--- config.mk ---
export PLATFORM = sky130hd
export DESIGN_NAME = sprite_run_length_decoder
export DESIGN_NICKNAME = d
export VERILOG_FILES = /design/src/rtl/srld_pkg.sv /design/src/rtl/sprite_run_length_decoder.sv
export VERILOG_INCLUDE_DIRS = /design/src /design/src/rtl
export SDC_FILE = /design/constraint.sdc
export NUM_CORES = 1
export LEC_CHECK = 0
export BUFFER_PORTS_ARGS = -buffer_cell sky130_fd_sc_hd__buf_2
export CAP_MARGIN = 15
export CORE_MARGIN = 5
export CORE_UTILIZATION = 65
export CTS_CLUSTER_DIAMETER = 200
export DETAILED_ROUTE_END_ITERATION = 12
export PLACE_DENSITY = 0.81
export SLEW_MARGIN = 20
export SYNTH_ARGS = -nofsm -noshare
export SYNTH_HDL_FRONTEND = slang
export SYNTH_SLANG_ARGS = --single-unit
--- constraint.sdc ---
create_clock -name clk -period 17.1 [get_ports clk]
set_input_delay 0 -clock clk [delete_from_list [all_inputs] [get_ports clk]]
set_output_delay 0 -clock clk [all_outputs]
set_load 0.05 [all_outputs]
--- src/rtl/assert_macros.svh ---
// assertion macros included by the decoder rtl
`ifndef ASSERT_MACROS_SVH
`define ASSERT_MACROS_SVH

`ifndef SYNTH
`define ASSERT_IMPLIES(label, clk, rst, cond, prop) \
  label: assert property (@(posedge clk) disable iff (rst) (cond) |-> (prop)) \
    else $error("assertion failed");
`define ASSERT_NEXT(label, clk, rst, cond, prop) \
  label: assert property (@(posedge clk) disable iff (rst) (cond) |=> (prop)) \
    else $error("assertion failed");
`else
`define ASSERT_IMPLIES(label, clk, rst, cond, prop)
`define ASSERT_NEXT(label, clk, rst, cond, prop)
`endif

`endif

--- src/rtl/srld_pkg.sv ---
// types and constants of the sprite run length decoder
package srld_pkg;

  localparam int unsigned SIDE_PIXELS_DEF = 32;
  localparam int unsigned RUN_W = 11;
  localparam int unsigned COLOR_W = 8;
  localparam int unsigned COUNT_W = 16;
  localparam int unsigned OUT_DATA_W = 48;
  localparam int unsigned OUT_USER_W = 2;

  typedef enum logic [2:0] {
    PH_CLR_LO = 3'd0,
    PH_CLR_HI = 3'd1,
    PH_COL_LO = 3'd2,
    PH_COL_HI = 3'd3,
    PH_RED    = 3'd4,
    PH_GREEN  = 3'd5,
    PH_BLUE   = 3'd6
  } phase_t;

  typedef struct packed {
    logic [RUN_W-1:0]   run_start;
    logic [RUN_W-1:0]   run_length;
    logic [COLOR_W-1:0] red;
    logic [COLOR_W-1:0] green;
    logic [COLOR_W-1:0] blue;
    logic               opaque;
    logic               sprite_done;
    logic               has_color;
  } run_t;

endpackage

--- src/rtl/sprite_run_length_decoder.sv ---
// sprite run length decoder: compressed bytes in, pixel runs out
// output: a run is registered into the output queue when the byte that completes it is accepted
// throughput: one byte per cycle; a last byte that also completes a run yields two
// results, and the four-entry output queue stalls input only when it lacks two free slots
// reset: synchronous, clears the header phase, counters, color flag and output queue
`include "assert_macros.svh"

module sprite_run_length_decoder #(
  parameter int unsigned SIDE_PIXELS = srld_pkg::SIDE_PIXELS_DEF
) (
  input  logic                            clk,
  input  logic                            rst,
  input  logic                            s_axis_tvalid,
  output logic                            s_axis_tready,
  input  logic [7:0]                      s_axis_tdata,  // data_byte
  input  logic                            s_axis_tlast,  // last_byte
  output logic                            m_axis_tvalid,
  input  logic                            m_axis_tready,
  // run_start, run_length, red, green, blue, zero pad
  output logic [srld_pkg::OUT_DATA_W-1:0] m_axis_tdata,
  output logic [srld_pkg::OUT_USER_W-1:0] m_axis_tuser,  // opaque, has_color
  output logic                            m_axis_tlast   // sprite_done
);
  import srld_pkg::*;

  localparam int unsigned TOTAL  = SIDE_PIXELS * SIDE_PIXELS;
  localparam int unsigned IDX_W  = $clog2(TOTAL + 1);
  localparam int unsigned IW     = (IDX_W > RUN_W) ? IDX_W : RUN_W;
  localparam int unsigned CW     = (IW > COUNT_W) ? IW : COUNT_W;
  localparam int unsigned DEPTH  = 4;
  localparam int unsigned PTR_W  = $clog2(DEPTH);
  localparam int unsigned CNT_W  = $clog2(DEPTH + 1);
  localparam int unsigned PAD_W  = OUT_DATA_W - 2 * RUN_W - 3 * COLOR_W;

  phase_t                   phase, phase_next;
  logic [COUNT_W-1:0]       clear_count, clear_count_next;
  logic [COUNT_W-1:0]       color_left, color_left_next;
  logic [2*COLOR_W-1:0]     partial_rgb, partial_rgb_next;
  logic [IW-1:0]            write_index, write_index_next;
  logic                     seen_color, seen_color_next;

  run_t                     queue [DEPTH];
  logic [PTR_W-1:0]         wr_ptr, rd_ptr;
  logic [CNT_W-1:0]         count;

  logic                     accept, pop, active;
  logic                     step_vld;
  run_t                     step_run, close_run;
  logic [CW-1:0]            room, clear_ext, len;
  logic [IW-1:0]            rest;
  logic [1:0]               push_n;

  assign accept = s_axis_tvalid & s_axis_tready;
  assign pop    = m_axis_tvalid & m_axis_tready;
  assign active = write_index < IW'(TOTAL);

  assign room      = CW'(TOTAL) - CW'(write_index);
  assign clear_ext = CW'(clear_count);
  assign len       = (clear_ext < room) ? clear_ext : room;

  // next phase
  always_comb begin
    phase_next = phase;
    if (active) begin
      unique case (phase)
        PH_CLR_HI: phase_next = PH_COL_LO;
        PH_COL_LO: phase_next = PH_COL_HI;
        PH_COL_HI: begin
          phase_next = ({s_axis_tdata, color_left[7:0]} != '0) ? PH_RED : PH_CLR_LO;
        end
        PH_RED:    phase_next = PH_GREEN;
        PH_GREEN:  phase_next = PH_BLUE;
        PH_BLUE:   phase_next = (color_left != COUNT_W'(1)) ? PH_RED : PH_CLR_LO;
        default:   phase_next = PH_CLR_HI;
      endcase
    end
    if (s_axis_tlast) phase_next = PH_CLR_LO;
  end

  // counters and results
  always_comb begin
    clear_count_next = clear_count;
    color_left_next  = color_left;
    partial_rgb_next = partial_rgb;
    write_index_next = write_index;
    seen_color_next  = seen_color;
    step_vld         = 1'b0;
    step_run         = '0;
    step_run.run_start = write_index[RUN_W-1:0];
    if (active) begin
      unique case (phase)
        PH_CLR_HI: clear_count_next = {s_axis_tdata, clear_count[7:0]};
        PH_COL_LO: color_left_next = COUNT_W'(s_axis_tdata);
        PH_COL_HI: begin
          color_left_next = {s_axis_tdata, color_left[7:0]};
          if (len != '0) begin
            step_vld            = 1'b1;
            step_run.run_length = len[RUN_W-1:0];
            write_index_next    = write_index + IW'(len);
          end
          if ({s_axis_tdata, color_left[7:0]} != '0) seen_color_next = 1'b1;
        end
        PH_RED:    partial_rgb_next = {8'h00, s_axis_tdata};
        PH_GREEN:  partial_rgb_next = {s_axis_tdata, partial_rgb[7:0]};
        PH_BLUE: begin
          step_vld            = 1'b1;
          step_run.run_length = RUN_W'(1);
          step_run.red        = partial_rgb[7:0];
          step_run.green      = partial_rgb[15:8];
          step_run.blue       = s_axis_tdata;
          step_run.opaque     = 1'b1;
          write_index_next    = write_index + IW'(1);
          color_left_next     = color_left - COUNT_W'(1);
        end
        default:   clear_count_next = COUNT_W'(s_axis_tdata);
      endcase
    end

    rest                  = IW'(TOTAL) - write_index_next;
    close_run             = '0;
    close_run.run_start   = write_index_next[RUN_W-1:0];
    close_run.run_length  = rest[RUN_W-1:0];
    close_run.sprite_done = 1'b1;
    close_run.has_color   = seen_color_next;

    if (s_axis_tlast) begin
      clear_count_next = '0;
      color_left_next  = '0;
      partial_rgb_next = '0;
      write_index_next = '0;
      seen_color_next  = 1'b0;
    end
    push_n = {1'b0, step_vld} + {1'b0, s_axis_tlast};
  end

  always_ff @(posedge clk) begin
    if (rst) begin
      phase       <= PH_CLR_LO;
      clear_count <= '0;
      color_left  <= '0;
      partial_rgb <= '0;
      write_index <= '0;
      seen_color  <= 1'b0;
    end else if (accept) begin
      phase       <= phase_next;
      clear_count <= clear_count_next;
      color_left  <= color_left_next;
      partial_rgb <= partial_rgb_next;
      write_index <= write_index_next;
      seen_color  <= seen_color_next;
    end
  end

  // output queue payload
  always_ff @(posedge clk) begin
    if (accept) begin
      if (step_vld) begin
        queue[wr_ptr] <= step_run;
      end
      if (s_axis_tlast) begin
        queue[wr_ptr + PTR_W'(step_vld)] <= close_run;
      end
    end
  end

  always_ff @(posedge clk) begin
    if (rst) begin
      wr_ptr <= '0;
      rd_ptr <= '0;
      count  <= '0;
    end else begin
      if (accept) wr_ptr <= wr_ptr + PTR_W'(push_n);
      if (pop) rd_ptr <= rd_ptr + PTR_W'(1);
      count <= count + (accept ? CNT_W'(push_n) : '0) - CNT_W'(pop);
    end
  end

  assign s_axis_tready = count <= CNT_W'(DEPTH - 2);
  assign m_axis_tvalid = count != '0;
  assign m_axis_tdata  = {{PAD_W{1'b0}}, queue[rd_ptr].blue, queue[rd_ptr].green,
                          queue[rd_ptr].red, queue[rd_ptr].run_length,
                          queue[rd_ptr].run_start};
  assign m_axis_tuser  = {queue[rd_ptr].has_color, queue[rd_ptr].opaque};
  assign m_axis_tlast  = queue[rd_ptr].sprite_done;

  `ASSERT_IMPLIES(a_queue_bound, clk, rst, 1'b1, count <= CNT_W'(DEPTH))
  `ASSERT_IMPLIES(a_index_bound, clk, rst, 1'b1, write_index <= IW'(TOTAL))
  `ASSERT_NEXT(a_last_clears, clk, rst, accept && s_axis_tlast, write_index == '0 && phase == PH_CLR_LO && !seen_color)
  `ASSERT_IMPLIES(a_opaque_single, clk, rst, m_axis_tvalid && m_axis_tuser[0], m_axis_tdata[2*RUN_W-1:RUN_W] == RUN_W'(1) && !m_axis_tlast)

endmodule
# After elaboration in Yosys (flattened, before gate mapping)

Memories as Yosys holds them, arrays and structs flattened. A register that Yosys moved wholly into a read port is not among the register bits.
Cells that the tools add are included.

Memories kept: 1
Word-level logic and storage cells: 95
Output and inout port bits: 53
Register bits after elaboration: 70
Input bits: 13
Memory bits (writable): 196

Memories:

| memory | words | bits a word | rd ports | clocked after Yosys merged registers in | write ports | RTL line                        | source |
|---|---|---|---|---|---|---|---|
| queue  | 4     | 49          | 1        | 1                                       | 2           | sprite_run_length_decoder.sv:42 | `run_t queue [DEPTH];` |

Add/sub/neg operators: 11
Eq/ne operators: 11
Reduce and logical (&&, ||, !) cells: 16
Multiplexer cells: 39
Bitwise operators: 2
Order comparisons: 3

Operators by type and width:

| cell                     | count |
|---|---|
| $mux W16                 | 7 |
| $pmux W16 S2             | 2 |
| $pmux W16 S3             | 1 |
| $mux W11                 | 4 |
| $pmux W11 S2             | 2 |
| $mux W36                 | 1 |
| $reduce_bool A16 Y1      | 2 |
| $mux W25                 | 1 |
| $pmux W3 S6              | 1 |
| $lt A16 B16 Y1           | 1 |
| $ne A16 B1 Y1 const B    | 1 |
| $sub A16 B1 Y16 const B  | 1 |
| $mux W1                  | 12 |
| $mux W3                  | 4 |
| $reduce_and A4 Y1        | 3 |
| $sub A11 B11 Y12 const A | 1 |
| $add A11 B1 Y11 const B  | 1 |
| $add A11 B11 Y11         | 1 |
| $lt A11 B11 Y1 const B   | 1 |
| $sub A11 B11 Y11 const A | 1 |
| $eq A3 B3 Y1 const B     | 3 |
| $reduce_and A3 Y1        | 3 |
| $reduce_bool A3 Y1       | 3 |
| $eq A3 B2 Y1 const B     | 2 |
| other kinds (17)         | 23 |

# Logic depth before layout (Yosys ltp)

Depth in word-level cells: 11
Depth in mapped cells: 28

# Worst setup path after synthesis

Ideal clock, no wire load.

Path kind: register -> register
Start point: register write_index[2]
End point: memory queue[0][36] (netlist name), data pin
Data required time: 16.836 ns
Library setup time: 0.264 ns
Stages on the path, launching flop included: 27
Clock period less this slack: 6.043 ns
Slack: 11.057 ns
Arrival time: 5.779 ns
Buffers on the path: 2
Cells stage by stage: dfxtp_1 buf_6 nor4_1 and3_1 nand2_1 o21ai_0 ha_1 a41o_1 a21oi_1 o221ai_1 a21oi_1 clkbuf_1 nand2_1 o21ai_0 ha_1 inv_1 fa_1 nor2b_1 o22a_1 a21oi_1 o211a_1 mux2i_1 o221ai_2 nor4_4 nand4_1 xor2_1 o21ai_1

RTL lines:

| what                   | RTL line                         | source |
|---|---|---|
| from (decl)            | sprite_run_length_decoder.sv:39  | `logic [IW-1:0] write_index, write_index_next;` |
| from (signal assigned) | sprite_run_length_decoder.sv:149 | `write_index <= write_index_next;` |
| to (decl)              | sprite_run_length_decoder.sv:42  |  |

==> impl_metrics.ini <==
[clocking]
clk_latency_ns = 0.57
cts_made_buffers = 28
cts_resized = 0
cts_root_buffer = clkbuf_16
cts.clk_slew.worst_paths_ns = 0.06
htreeDepth = 1
clk_path_buf_depth = 3
cts.sinks = 268
cts_tree = yes

[outcome]
violations = design-rule violations
status = finished with violations

[layout]
utilization_pct = 71.9
register_area_um2 = 6290
fin_nets = 1613
multiInputGateArea_um2 = 7300
area_growth_pct = 9.78
diodes = 0
fill_cells = 1567
drive_above_1_share_pct = 13.7

[floorplan]
die_w_um = 158
dieArea_um2 = 24900
core_area_um2 = 21700
start_util_pct = 65.4
fp-row-count = 54
io_pins = 66
die_h_um = 158

[synthesis]
yosysSeqAreaShare_pct = 44.3
avgSynthCellArea_um2 = 9.04
synth_edf_count = 92
yosysMostFrequentCell = nand2_1
netlist_instances = 1570
synth.area.top_cells = dfxtp_1 (25%), edfxtp_1 (19%), mux4_2 (7.8%), nand3_1 (6.7%), a21oi_1 (5.3%)
synthTopCellsByCount = nand2_1 (201), nand3_1 (191), dfxtp_1 (176), a21oi_1 (151), nor2_1 (117)
syn_area_um2 = 14200
ys_warn_count = 0
synth_top_area_share_pct = 24.8
yosys.area.top_type = dfxtp_1
async_flop_share_pct = 0
synthFlopType = dfxtp_1
ys_types = 74
ys_seq_elements = 268

[sta]
period_minus_slack_ns = 7.04
max_freq_mhz = 142
finalSetupViolCount = 0
setup_tns_ns = 0
min_period_over_period_pct = 41.2
tightest_slew_ns = 1.10
rsz0062_at_grt = false
relSlewSlack_pct = 26.3
skew_ns = 0.00857
slew_viol_final = 0
hold_viol = 0

[global_routing]
grt_max_degree = 102
grt-ovfl-total = 0
grt_pass1_wl_um = 62500
grt_pass1_vias = 11600
antenna_found_initial = 0
grt_usage_pct = 31.5

[critical_path]
r2r-end = queue[1][36]$_DFFE_PP_
critPathRequiredTime_ns = 17.40
cp-start-kind = flip-flop
cp.arrival_ns = 7.34
path_class = reg -> reg
r2r_start = write_index[2]$_SDFFE_PP0P_
end_kind = flip-flop
crit_start = write_index[2]$_SDFFE_PP0P_
crit_path_end = queue[1][36]$_DFFE_PP_
reg2regPathDepth = 25
rrSetupSlack_ns = 10.06
path_max_fanout = 25

[routing]
post_drt_via_cell_ratio = 6.68
wl_per_cell_um = 21.5
wirelength_um = 40000
drtPass1Iterations = 12
ant_nets = 0
vias = 12400
drc_errors = 1
drt-initial-drc-count = 1435

[power]
p_leak_nw = 5.49
switching_power_mw = 0.507
p_per_area_nw_per_um2 = 105
power.clock.fraction_pct = 37.0
swShare_pct = 31.0
peakVddDrop_uv = 136
p_comb_share_pct = 20.8
power_frac_seq_pct = 42.2
p_int_mw = 1.13

[run]
cap_violations = 0

[placed_design]
gp_congestion = 0.942
dp_hpwl_um = 25000
portBuffers = 63

[hold_path]
hp-start = s_axis_tvalid
hp-class = in -> reg
## layer usage
| layer | GRT usage, % | part of all wire (%) | vias to the layer above |
|---|---|---|---|
| met1 | 42.8 | 39 | 5907 |
| li1 | - | - | 5669 |
| met4 | 10.1 | 2.6 | 0 |
| met5 | 0 | 0 | - |
| met2 | 50.9 | 48 | 761 |
| met3 | 6.70 | 11 | 106 |
## stage by stage
| step | cells | power [mW] | cell area, µm² | worst slack (ns) | hold WS [ns] |
|---|---|---|---|---|---|
| floorplan | 1571 | 0.962 | 14200 | 11.06 | 0.319 |
| global placement | 1801 | 1.04 | 14500 | 10.61 | 0.406 |
| detailed placement | 1801 | 1.04 | 14500 | 10.30 | 0.417 |
| CTS | 1863 | 1.64 | 15600 | 10.26 | 0.0303 |
| global route | 1863 | 1.69 | 15600 | 9.55 | 0.0745 |
| finish | 1863 | 1.64 | 15600 | 10.06 | 0.0494 |
## placed cells by master (no fill, tap or decap), types with 13 or more instances in the layout
cell	n
edfxtp_1	92
a21oi_1	151
nor3_1	15
clkbuf_16	29
dfxtp_1	174
inv_1	23
xor2_1	21
o21ai_0	88
mux4_2	49
a22oi_1	46
o31ai_1	13
xnor2_1	28
nor2_1	111
o21ai_1	21
nand3_1	191
buf_4	27
buf_2	63
nand2_1	199
ha_1	36
nand4_1	14
## worst min path at each step
| stage | to | cells after the start |
|---|---|---|
| floorplan | seen_color$_SDFFE_PP0P_ | 2 |
| global placement | queue[1][9]$_SDFFE_PP0P_ | 3 |
| detailed placement | queue[0][9]$_SDFFE_PP0P_ | 3 |
| CTS | phase[1]$_SDFFE_PP0P_ | 4 |
| global route | seen_color$_SDFFE_PP0P_ | 4 |
| finish | phase[1]$_SDFFE_PP0P_ | 4 |
## kinds of logic after synthesis
family	count (synthesis)	synth area share, %
AND/OR/NAND/NOR	615	20.2
AO/OA/AOI/OAI	375	15.8
flip-flops	268	44.3
buffers and inverters	165	4.63
multiplexers	58	8.43
XOR/XNOR	50	3.14
adder cells (fa/ha/maj)	38	3.46
other	1	0.0264
## state kept, by name, summed over array words and instances, names as in the netlist, named ones only
name,flops
clear_count,16
color_left,16
count,3
partial_rgb,16
phase,3
queue,196
rd_ptr,2
seen_color,1
wr_ptr,2
write_index,11
## cell type report
class | count | area share, %
clock buffer | 38 | 5.19
clock inverter | 13 | 0.755
inverter | 25 | 0.602
multi-input combinational | 1138 | 46.8
sequential | 268 | 40.4
tap | 280 | 2.25
timing repair buffer | 101 | 4.03
## repair_timing
action	in CTS	in global routing
endpoints found under the hold margin	74	0
setup buffers	0	0
hold buffers	11	0
## power by group through the flow
stage	logic (mW)	clock network [mW]	registers, mW
floorplan	0.263	0	0.699
global placement	0.332	0	0.704
detailed placement	0.335	0	0.705
CTS	0.339	0.607	0.691
global route	0.360	0.635	0.694
finish	0.340	0.605	0.691
## worst max-delay path: stages (launching register included)
cell      delay, ns
dfxtp_1        0.57
nor4_1         0.70
and3_1         0.33
nand2_1        0.10
o21ai_0        0.53
ha_1           0.38
a41o_1         0.24
a21oi_1        0.17
o221ai_1       0.17
a21oi_1        0.16
buf_4          0.28
nand2_1        0.08
o21ai_0        0.11
ha_1           0.21
inv_1          0.06
fa_1           0.42
nor2b_1        0.19
o22a_1         0.20
a21oi_1        0.08
o211a_1        0.24
a21oi_1        0.19
o221ai_2       0.30
nor4_4         0.43
nand4_1        0.18
xor2_1         0.32
o21ai_1        0.12
No activity file was read; power rests on OpenSTA's default activity.
